`config.mk`:
```
export PLATFORM = sky130hd
export DESIGN_NAME = lfu_key_value_cache_top
export DESIGN_NICKNAME = d
export VERILOG_FILES = /design/src/hdl/lfu_pkg.sv /design/src/hdl/lfu_ctrl.sv /design/src/hdl/lfu_datapath.sv /design/src/hdl/lfu_key_value_cache_top.sv
export SDC_FILE = /design/constraint.sdc
export NUM_CORES = 2
export LEC_CHECK = 0
export BUFFER_PORTS_ARGS = -buffer_cell sky130_fd_sc_hd__buf_2
export CAP_MARGIN = 20
export CORE_MARGIN = 2
export CORE_UTILIZATION = 55
export CTS_CLUSTER_DIAMETER = 120
export DETAILED_ROUTE_END_ITERATION = 12
export PLACE_DENSITY = 0.78
export SYNTH_ARGS = -nofsm -noshare
export SYNTH_HDL_FRONTEND = slang
export SYNTH_SLANG_ARGS = --single-unit
```
`constraint.sdc`:
```
create_clock -name clock -period 5.4 [get_ports clock]
set_input_delay 0.54 -clock clock [delete_from_list [all_inputs] [get_ports clock]]
set_output_delay 0.54 -clock clock [all_outputs]
set_load 0.02 [all_outputs]
```
`src/hdl/lfu_pkg.sv`:
```
`timescale 1ns / 1ps
`default_nettype none
// ----------------------------------------------------------------------------
// LFU cache package
// Shared constants, payload and control types for the LFU key-value cache.
// ----------------------------------------------------------------------------
package lfu_pkg;

   localparam int CAPACITY   = 16;
   localparam int COUNT_BITS = 16;
   localparam int IDX_BITS   = $clog2(CAPACITY);
   localparam int OCC_BITS   = $clog2(CAPACITY + 1);
   localparam int CAP_BITS   = 5;

   localparam logic OP_GET = 1'b0;
   localparam logic OP_PUT = 1'b1;

   typedef struct packed {
      logic               opcode;
      logic signed [31:0] lookup_key;
      logic signed [31:0] new_value;
   } req_type;

   typedef struct packed {
      logic               found;
      logic signed [31:0] read_value;
   } rsp_type;

   typedef struct packed {
      logic                load;
      logic                scan;
      logic [IDX_BITS-1:0] idx;
      logic                exec;
   } cmd_type;

   typedef struct packed {
      logic [OCC_BITS-1:0] occupancy;
   } status_type;

endpackage
`default_nettype wire

```
`src/hdl/lfu_ctrl.sv`:
```
`timescale 1ns / 1ps
`default_nettype none
// ----------------------------------------------------------------------------
// LFU cache controller
// Sequences accept, slot scan and the single update state of each transaction.
// ----------------------------------------------------------------------------
module lfu_ctrl (
   input  wire logic            clock,
   input  wire logic            reset,
   input  wire logic            start,
   output logic                 busy,
   output lfu_pkg::cmd_type     cmd
);
   import lfu_pkg::*;

   localparam logic [1:0] ST_IDLE = 2'd0;
   localparam logic [1:0] ST_SCAN = 2'd1;
   localparam logic [1:0] ST_EXEC = 2'd2;

   logic [1:0]          state_ff, state_in;
   logic [IDX_BITS-1:0] idx_ff, idx_in;
   logic                accept;

   assign busy   = (state_ff != ST_IDLE);
   assign accept = start && !busy;

   always_comb begin
      state_in = state_ff;
      idx_in   = idx_ff;
      unique case (state_ff)
         ST_IDLE: begin
            idx_in = '0;
            if (accept) begin
               state_in = ST_SCAN;
            end
         end
         ST_SCAN: begin
            idx_in = idx_ff + 1'b1;
            if (idx_ff == IDX_BITS'(CAPACITY - 1)) begin
               state_in = ST_EXEC;
            end
         end
         ST_EXEC: begin
            state_in = ST_IDLE;
         end
         default: begin
            state_in = ST_IDLE;
         end
      endcase
   end

   always_ff @(posedge clock) begin
      if (reset) begin
         state_ff <= ST_IDLE;
         idx_ff   <= '0;
      end else begin
         state_ff <= state_in;
         idx_ff   <= idx_in;
      end
   end

   assign cmd.load = accept;
   assign cmd.scan = (state_ff == ST_SCAN);
   assign cmd.idx  = idx_ff;
   assign cmd.exec = (state_ff == ST_EXEC);

endmodule
`default_nettype wire

```
`src/hdl/lfu_datapath.sv`:
```
`timescale 1ns / 1ps
`default_nettype none
// ----------------------------------------------------------------------------
// LFU cache datapath
// Slot store, scan for hit, victim and free slot, and per-slot update lanes.
// ----------------------------------------------------------------------------
module lfu_datapath (
   input  wire logic               clock,
   input  wire logic               reset,
   input  wire lfu_pkg::cmd_type   cmd,
   input  wire lfu_pkg::req_type   req_payload,
   input  wire logic               csr_write_en,
   input  wire logic [4:0]         csr_write_data,
   output logic                    rsp_strobe,
   output lfu_pkg::rsp_type        rsp_payload,
   output lfu_pkg::status_type     status
);
   import lfu_pkg::*;

   localparam logic [COUNT_BITS-1:0] COUNT_MAX = '1;

   logic [CAPACITY-1:0]   valid_ff, valid_in;
   logic [31:0]           key_ff   [CAPACITY];
   logic [31:0]           value_ff [CAPACITY];
   logic [COUNT_BITS-1:0] cnt_ff   [CAPACITY];
   logic [IDX_BITS-1:0]   rank_ff  [CAPACITY];

   logic [CAP_BITS-1:0]   cap_ff;
   logic [OCC_BITS-1:0]   occ_ff, occ_in;
   req_type               req_ff;

   logic                  hit_found_ff, vic_found_ff, free_found_ff;
   logic [IDX_BITS-1:0]   hit_idx_ff, vic_idx_ff, free_idx_ff;
   logic [COUNT_BITS-1:0] vic_cnt_ff;
   logic [IDX_BITS-1:0]   vic_rank_ff;

   logic                  rsp_strobe_ff;
   rsp_type               rsp_ff;

   logic [CAP_BITS-1:0]   cap_eff;
   logic                  do_touch, do_put_new, need_evict, do_evict, do_insert;
   logic [IDX_BITS-1:0]   ins_idx;
   logic [IDX_BITS-1:0]   hit_rank;

   // capacity register
   always_ff @(posedge clock) begin
      if (reset) begin
         cap_ff <= CAP_BITS'(CAPACITY);
      end else if (csr_write_en) begin
         cap_ff <= csr_write_data;
      end
   end

   always_ff @(posedge clock) begin
      if (cmd.load) begin
         req_ff <= req_payload;
      end
   end

   // scan one slot a cycle
   always_ff @(posedge clock) begin
      if (cmd.load) begin
         hit_found_ff  <= 1'b0;
         vic_found_ff  <= 1'b0;
         free_found_ff <= 1'b0;
      end else if (cmd.scan) begin
         if (valid_ff[cmd.idx] && key_ff[cmd.idx] == req_ff.lookup_key && !hit_found_ff) begin
            hit_found_ff <= 1'b1;
            hit_idx_ff   <= cmd.idx;
         end
         if (valid_ff[cmd.idx] && (!vic_found_ff || cnt_ff[cmd.idx] < vic_cnt_ff ||
             (cnt_ff[cmd.idx] == vic_cnt_ff && rank_ff[cmd.idx] > vic_rank_ff))) begin
            vic_found_ff <= 1'b1;
            vic_idx_ff   <= cmd.idx;
            vic_cnt_ff   <= cnt_ff[cmd.idx];
            vic_rank_ff  <= rank_ff[cmd.idx];
         end
         if (!valid_ff[cmd.idx] && !free_found_ff) begin
            free_found_ff <= 1'b1;
            free_idx_ff   <= cmd.idx;
         end
      end
   end

   always_comb begin
      cap_eff    = (cap_ff > CAP_BITS'(CAPACITY)) ? CAP_BITS'(CAPACITY) : cap_ff;
      do_touch   = hit_found_ff && (req_ff.opcode == OP_GET || cap_eff != '0);
      do_put_new = (req_ff.opcode == OP_PUT) && (cap_eff != '0) && !hit_found_ff;
      need_evict = (CAP_BITS'(occ_ff) >= cap_eff) || !free_found_ff;
      do_evict   = do_put_new && need_evict && vic_found_ff;
      if (do_evict && !(free_found_ff && free_idx_ff < vic_idx_ff)) begin
         ins_idx = vic_idx_ff;
      end else begin
         ins_idx = free_idx_ff;
      end
      do_insert  = do_put_new && (do_evict || free_found_ff);
      hit_rank   = rank_ff[hit_idx_ff];
   end

   // per-slot update lanes
   always_ff @(posedge clock) begin
      if (cmd.exec) begin
         for (int j = 0; j < CAPACITY; j++) begin
            if (do_touch) begin
               if (IDX_BITS'(j) == hit_idx_ff) begin
                  rank_ff[j] <= '0;
                  if (cnt_ff[j] != COUNT_MAX) begin
                     cnt_ff[j] <= cnt_ff[j] + 1'b1;
                  end
                  if (req_ff.opcode == OP_PUT) begin
                     value_ff[j] <= req_ff.new_value;
                  end
               end else if (valid_ff[j] && rank_ff[j] < hit_rank) begin
                  rank_ff[j] <= rank_ff[j] + 1'b1;
               end
            end else if (do_insert) begin
               if (IDX_BITS'(j) == ins_idx) begin
                  key_ff[j]   <= req_ff.lookup_key;
                  value_ff[j] <= req_ff.new_value;
                  cnt_ff[j]   <= COUNT_BITS'(1);
                  rank_ff[j]  <= '0;
               end else if (valid_ff[j] && !(do_evict && IDX_BITS'(j) == vic_idx_ff)) begin
                  // close the evicted slot's gap, then age for the newcomer
                  if (do_evict && rank_ff[j] > vic_rank_ff) begin
                     rank_ff[j] <= rank_ff[j];
                  end else begin
                     rank_ff[j] <= rank_ff[j] + 1'b1;
                  end
               end
            end
         end
      end
   end

   always_comb begin
      valid_in = valid_ff;
      occ_in   = occ_ff;
      if (cmd.exec) begin
         if (do_evict) begin
            valid_in[vic_idx_ff] = 1'b0;
         end
         if (do_insert) begin
            valid_in[ins_idx] = 1'b1;
         end
         occ_in = occ_ff - OCC_BITS'(do_evict) + OCC_BITS'(do_insert);
      end
   end

   always_ff @(posedge clock) begin
      if (reset) begin
         valid_ff      <= '0;
         occ_ff        <= '0;
         rsp_strobe_ff <= 1'b0;
      end else begin
         valid_ff      <= valid_in;
         occ_ff        <= occ_in;
         rsp_strobe_ff <= cmd.exec;
      end
   end

   always_ff @(posedge clock) begin
      if (cmd.exec) begin
         rsp_ff.found <= hit_found_ff;
         if (req_ff.opcode == OP_GET && hit_found_ff) begin
            rsp_ff.read_value <= value_ff[hit_idx_ff];
         end else begin
            rsp_ff.read_value <= '0;
         end
      end
   end

   assign rsp_strobe       = rsp_strobe_ff;
   assign rsp_payload      = rsp_ff;
   assign status.occupancy = occ_ff;

endmodule
`default_nettype wire

```
`src/hdl/lfu_key_value_cache_top.sv`:
```
`timescale 1ns / 1ps
`default_nettype none
// ----------------------------------------------------------------------------
// LFU key-value cache
// Sixteen-slot cache with least-frequently-used replacement.
// ----------------------------------------------------------------------------
// A transaction is taken when start is high and busy is low. The controller
// then scans the sixteen slots one per cycle for a key match, the eviction
// victim and the lowest free slot, then updates every slot in parallel;
// busy stays high until that update is done, so no new transaction is
// taken before then. The result appears on rsp_payload with rsp_strobe
// for one cycle, in the cycle in which busy falls. The receiver cannot
// stall, so it must take every result as it comes. csr_write_data sets the
// capacity; write it only while busy is low.
module lfu_key_value_cache_top (
   input  wire logic             clock,
   input  wire logic             reset,
   input  wire logic             start,
   output logic                  busy,
   input  wire lfu_pkg::req_type req_payload,
   output logic                  rsp_strobe,
   output lfu_pkg::rsp_type      rsp_payload,
   input  wire logic             csr_write_en,
   input  wire logic [4:0]       csr_write_data
);
   import lfu_pkg::*;

   cmd_type    cmd;
   status_type status;

   lfu_ctrl u_ctrl (
      .clock (clock),
      .reset (reset),
      .start (start),
      .busy  (busy),
      .cmd   (cmd)
   );

   lfu_datapath u_datapath (
      .clock          (clock),
      .reset          (reset),
      .cmd            (cmd),
      .req_payload    (req_payload),
      .csr_write_en   (csr_write_en),
      .csr_write_data (csr_write_data),
      .rsp_strobe     (rsp_strobe),
      .rsp_payload    (rsp_payload),
      .status         (status)
   );

   a_accept_busy: assert property (@(posedge clock) disable iff (reset)
      start && !busy |=> busy) else $error("busy not raised after accept");

   a_strobe_idle: assert property (@(posedge clock) disable iff (reset)
      rsp_strobe |-> !busy) else $error("result while busy");

   a_strobe_after_busy: assert property (@(posedge clock) disable iff (reset)
      rsp_strobe |-> $fell(busy)) else $error("result without a transaction");

   a_occupancy: assert property (@(posedge clock) disable iff (reset)
      status.occupancy <= OCC_BITS'(CAPACITY)) else $error("occupancy overflow");

endmodule
`default_nettype wire

```
---- Word-level counts from Yosys, hierarchy flattened ----
Memories as Yosys holds them, arrays and structs flattened. A register that Yosys moved wholly into a read port is not among the register bits.
Index checks and enable logic that the tools add are counted.
storage, ports and cells
  register bits after elaboration ......... 134
  memory bits (writable) .................. 1,344
  word-level logic and storage cells ...... 1,282
  memories ................................ 4
memory list
  memory               words  width  read ports  clocked after Yosys merged registers in  wr ports  RTL line            source
  u_datapath.key_ff    16     32     1           1                                        1         lfu_datapath.sv:23  logic [31:0] key_ff [CAPACITY];
  u_datapath.value_ff  16     32     1           1                                        1         lfu_datapath.sv:24  logic [31:0] value_ff [CAPACITY];
  u_datapath.cnt_ff    16     16     17          1                                        1         lfu_datapath.sv:25  logic [COUNT_BITS-1:0] cnt_ff [CAPACITY];
  u_datapath.rank_ff   16     4      18          2                                        16        lfu_datapath.sv:26  logic [IDX_BITS-1:0] rank_ff [CAPACITY];
operators by class
  add/subtract/negate cells ............... 35
  $lt $le $gt $ge ......................... 42
  equal/unequal tests ..................... 68
  mux-type cells .......................... 846
  bitwise logic cells ..................... 101
  reductions and logical operators ........ 168
operators with widths
  operator               count
  $mux 32                46
  $reduce_or 32->1       30
  $mux 1                 641
  $mux 16                34
  $mux 4                 117
  $add 16x1->16 const B  16
  $ne 16x16->1 const B   16
  $reduce_or 16->1       15
  $eq 4x4->1 const A     24
  $or 1x1->1             96
  $logic_and 1x1->1      81
  $add 4x1->4 const B    17
  $gt 4x4->1             17
  $lt 4x4->1             17
  $eq 3x4->1 const A     12
  $eq 32x32->1           1
  $eq 2x4->1 const A     6
  $logic_not 1->1        23
  $and 16x16->16         1
  $eq 16x16->1           1
  $lt 16x16->1           1
  $not 16->16            1
  $or 16x16->16          1
  $lt 4x5->1 const B     3
  other kinds (24)       43

---- Depth between registers and ports, before layout ----
  word-level depth ........................ 32
  depth in mapped cells ................... 20
  gate-level depth less buffers ........... 19

---- By module ----
A second synthesis with hierarchy kept.
second synthesis, totals
  cells, all modules ...................... 4,041
  area, all modules ....................... 67,937.7 µm²
modules (own cells, without submodules)
  module        times used  cells an instance  area each (µm²)
  lfu_datapath  1           4,009              67,651.1
  lfu_ctrl      1           32                 286.5

---- Worst setup path after synthesis ----
No wires, ideal clock.
  path kind ............................... register to register
  start point ............................. register u_ctrl.state_ff[1]
  end point ............................... memory u_datapath.value_ff[5][0] (enable)
  setup time .............................. 466 ps
  arrival time ............................ 4,495 ps
  setup slack ............................. 439 ps
  cell stages (with the launch flop) ...... 11
  buffers on the path ..................... 4
  clock period less this slack ............ 4,961 ps
  path through ............................ dfxtp_1 -> buf_2 -> nand2b_1 -> clkbuf_1 -> inv_2 -> o311a_1 -> clkbuf_1 -> and2_0 -> clkbuf_1 -> nand2_1 -> o21ai_0
RTL lines
  item                    RTL line            source
  from (decl)             lfu_ctrl.sv:20      logic [1:0] state_ff, state_in;
  from (signal assigned)  lfu_ctrl.sv:57      state_ff <= state_in;
  to (decl)               lfu_datapath.sv:24

==> reports/results.ini <==
[outcome]
run_status = finished, final reports clean

[setup_path]
crit_fanout = 54
worstRegToRegCells = 10
worstPathArrival_ns = 5.32
crit_path_start_kind = register
worst_ep_required_time_ns = 6.04
worst-setup-path-type = register to register
worstSetupEndpointType = register
reg2reg_setup_slack_ns = 0.72

[synthesis]
async_reset_ff_share_pct = 0
synth_cell_types = 71
cell_count_after_synthesis = 4174
syn_nets = 4427
synth.top_cells.by_area = edfxtp_1 64%, mux4_2 12%, ha_1 3.3%
synth_top_area_cell = edfxtp_1
synth_largest_type_area_fraction_pct = 64.2
synth-main-ff-cell = edfxtp_1
synth.top_cells.by_count = 1458 x edfxtp_1, 420 x nor2_1, 365 x mux4_2
synth_register_bits = 1518
synth_edf_count = 1458
post_synth.cell_area_avg_sq_um = 16.3
synth.yosys.seq_area_share_pct = 66.0
synth.most_common_cell = edfxtp_1
netlist_area_sq_um = 68200
synth_warnings = 0

[grt]
pin_count_of_the_biggest_net_entering_global_routing = 94
antenna_violations_before_repair = 5
global_route_wire_length_before_repair_mm = 259
grt_util_all_layers_pct = 27.7
first_global_vias = 39900
gr-total-overflow = 0

[worst_hold_path]
worst_hold_path_type = input port to register
min_to = u_datapath.req_ff[25]
worstHoldStart = req_payload[25]
worst_hold_path.num_cells = 1

[clocking]
clk_root_buffer_cell = clkbuf_16
worst_setup_hold_path_clk_slew_ns = 0.06
tritoncts = yes
num_cts_buffers = 154
clkLatencyLatePin_ns = 0.79
clock_sink_count = 1518
cts_setup_buffers = 0
cts_htree_levels = 4
clock_tree.buffer_depth = 3

[routing]
detail_route.drc_violations = 0
detailed_route_wire_length_per_cell_um = 28.1
route.vias.total = 40100
detailed_route_vias_per_instance = 6.47
first_iter_violations = 5335
final_antenna_net_count = 0
finalWirelength_mm = 174
drt_first_pass_iters = 7

[timing]
finalCriticalPeriod_ns = 4.68
layout_setup_ws_ns = 0.721
worst_clock_skew_ns = 0.0376
hold_viol = 0
rsz0062_at_grt = false
finalSetupViolCount = 0
worstMarginPinSlew_ns = 1.10
final.period_utilization_pct = 86.6
final-max-slew-violation-count = 0
fin_tns_setup_ns = 0
worst_slew_margin_rel_pct = 26.1
timing.hold.ws_ns = 0.0385
max_freq_ghz = 0.214

[cells_and_area]
area_growth_pct = 12.6
final_net_count = 4690
fraction_of_final_layout_cells_with_drive_strength_greater_than_1_pct = 19.3
layout.cells.non_filler = 6204
fillerInstances = 8534

[placement]
cells_after_dpl = 5856
finalWeightedCongestion = 0.942
io_buffers = 108
hpwlAfterDp_mm = 105
pre_cts_slack_ns = 0.784

[power]
worst_ir_drop_vdd_v = 0.000337
p_sw_share_pct = 20.6
power_internal_uw = 19200
power_frac_comb_pct = 1.7
power.total_uw = 24200
power_switching_uw = 4980
clkPwrFrac_pct = 44.5
p_leak_uw = 0.0249
seq_power_share_pct = 53.8
pwr_density_cell_nw_per_um2 = 316

[die]
floorplan.initialDensity_pct = 55.3
die_w_um = 356
boundaryPins = 109
core.rowCount = 129
floorplan.core_area_sq_um = 123000
fp.dieH_um = 356
die_area_sq_um = 127000

[job]
maxCapViolations = 0

state kept, by name, indices dropped and copies added, names as in the netlist, 4 cells and up, named ones only:
signal / cells
u_datapath.key_ff: 512
u_datapath.value_ff: 512
u_datapath.cnt_ff: 256
u_datapath.req_ff: 65
u_datapath.rank_ff: 64
u_datapath.rsp_payload: 33
u_datapath.valid_ff: 16
u_datapath.vic_cnt_ff: 16
u_datapath.cap_ff: 5
u_datapath.status: 5
u_ctrl.idx_ff: 4
u_datapath.free_idx_ff: 4
u_datapath.hit_idx_ff: 4
u_datapath.vic_idx_ff: 4
u_datapath.vic_rank_ff: 4
layout by cell type (no fill, tap or decap), types with 82 or more instances in the layout:
cell / n
buf_2: 108
buf_4: 82
clkbuf_16: 156
edfxtp_1: 1458
ha_1: 178
mux2i_1: 89
mux4_2: 365
nand2_1: 170
nand3_1: 158
nor2_1: 415
nor2b_1: 90
xnor2_1: 130
xor2_1: 175
worst max path at each step:
stage | start | to | slack, ns | depth (start not counted)
floorplan | u_ctrl.state_ff[1] | u_datapath.value_ff[5][0] | 0.44 | 10
global placement | register | u_datapath.vic_rank_ff[0] | 0.83 | 12
CTS | register | register | 0.74 | 10
finish | register | register | 0.72 | 10
global route | register | register | 0.48 | 10
detailed placement | register | register | 0.78 | 10
logic make-up (layout without fill, tap and decap cells):
group	Yosys count	after routing	synth area share [%]
other cells	0	3	0
buf+inv	246	636	1.70
xor+xnor	305	305	3.92
compound gates	340	340	3.30
simple gates	1090	1090	7.58
mux	496	496	14.2
fa+ha+maj	179	179	3.30
flops	1518	1518	66.0
worst max-delay path, cell delays in order (launching register included):
cell and delay (ns):
dfxtp_4 0.98, buf_12 0.42, buf_4 0.37, mux4_2 0.54, mux2i_1 0.22, xnor2_1 0.17
a2111oi_2 0.45, a31oi_1 0.07, nor4_1 0.36, and4_1 0.57, mux2_4 0.35
routing by layer:
layer / share of wire [%] / vias up / routed length (um) / track usage, %
li1: - / 16900 / - / -
met1: 39 / 20400 / 67100 / 38.3
met2: 48 / 2467 / 83200 / 43.9
met3: 10 / 384 / 17600 / 5.53
met4: 3.5 / 6 / 6100 / 10.0
met5: 0.020 / - / 34 / 0
what timing repair did:
item | 4_1_cts | 5_1_grt
setup endpoints to repair | 0 | 0
hold buffers | 61 | 0
endpoints found under the hold margin | 61 | 0
gates resized for setup | 0 | 0
metrics by stage:
step | instance area [sq um] | util [%]
finish | 76700 | 62.2
global route | 76700 | 62.2
CTS | 76700 | 62.2
detailed placement | 71000 | 57.6
global placement | 70900 | 57.5
floorplan | 68200 | -
power by group through the flow:
stage               registers, uW  logic [uW]  clock network, uW
finish                      13000         403              10800
global route                13000         424              11300
CTS                         13000         399              10900
detailed placement          13300         359                  0
global placement            13300         354                  0
floorplan                   13200         242                  0
cell type report:
cell class,instances,area (sq um),share of cell area (%)
inverters,89,337,0.439
diodes,3,7.51,0.00978
flip-flops and latches,1518,45000,58.6
clock buffers,193,4080,5.32
repair buffers,264,2030,2.65
multi-input cells,2410,22200,28.9
clock inverters,90,1040,1.35
well taps,1637,2050,2.67
Power figures use the tool's default switching activity.
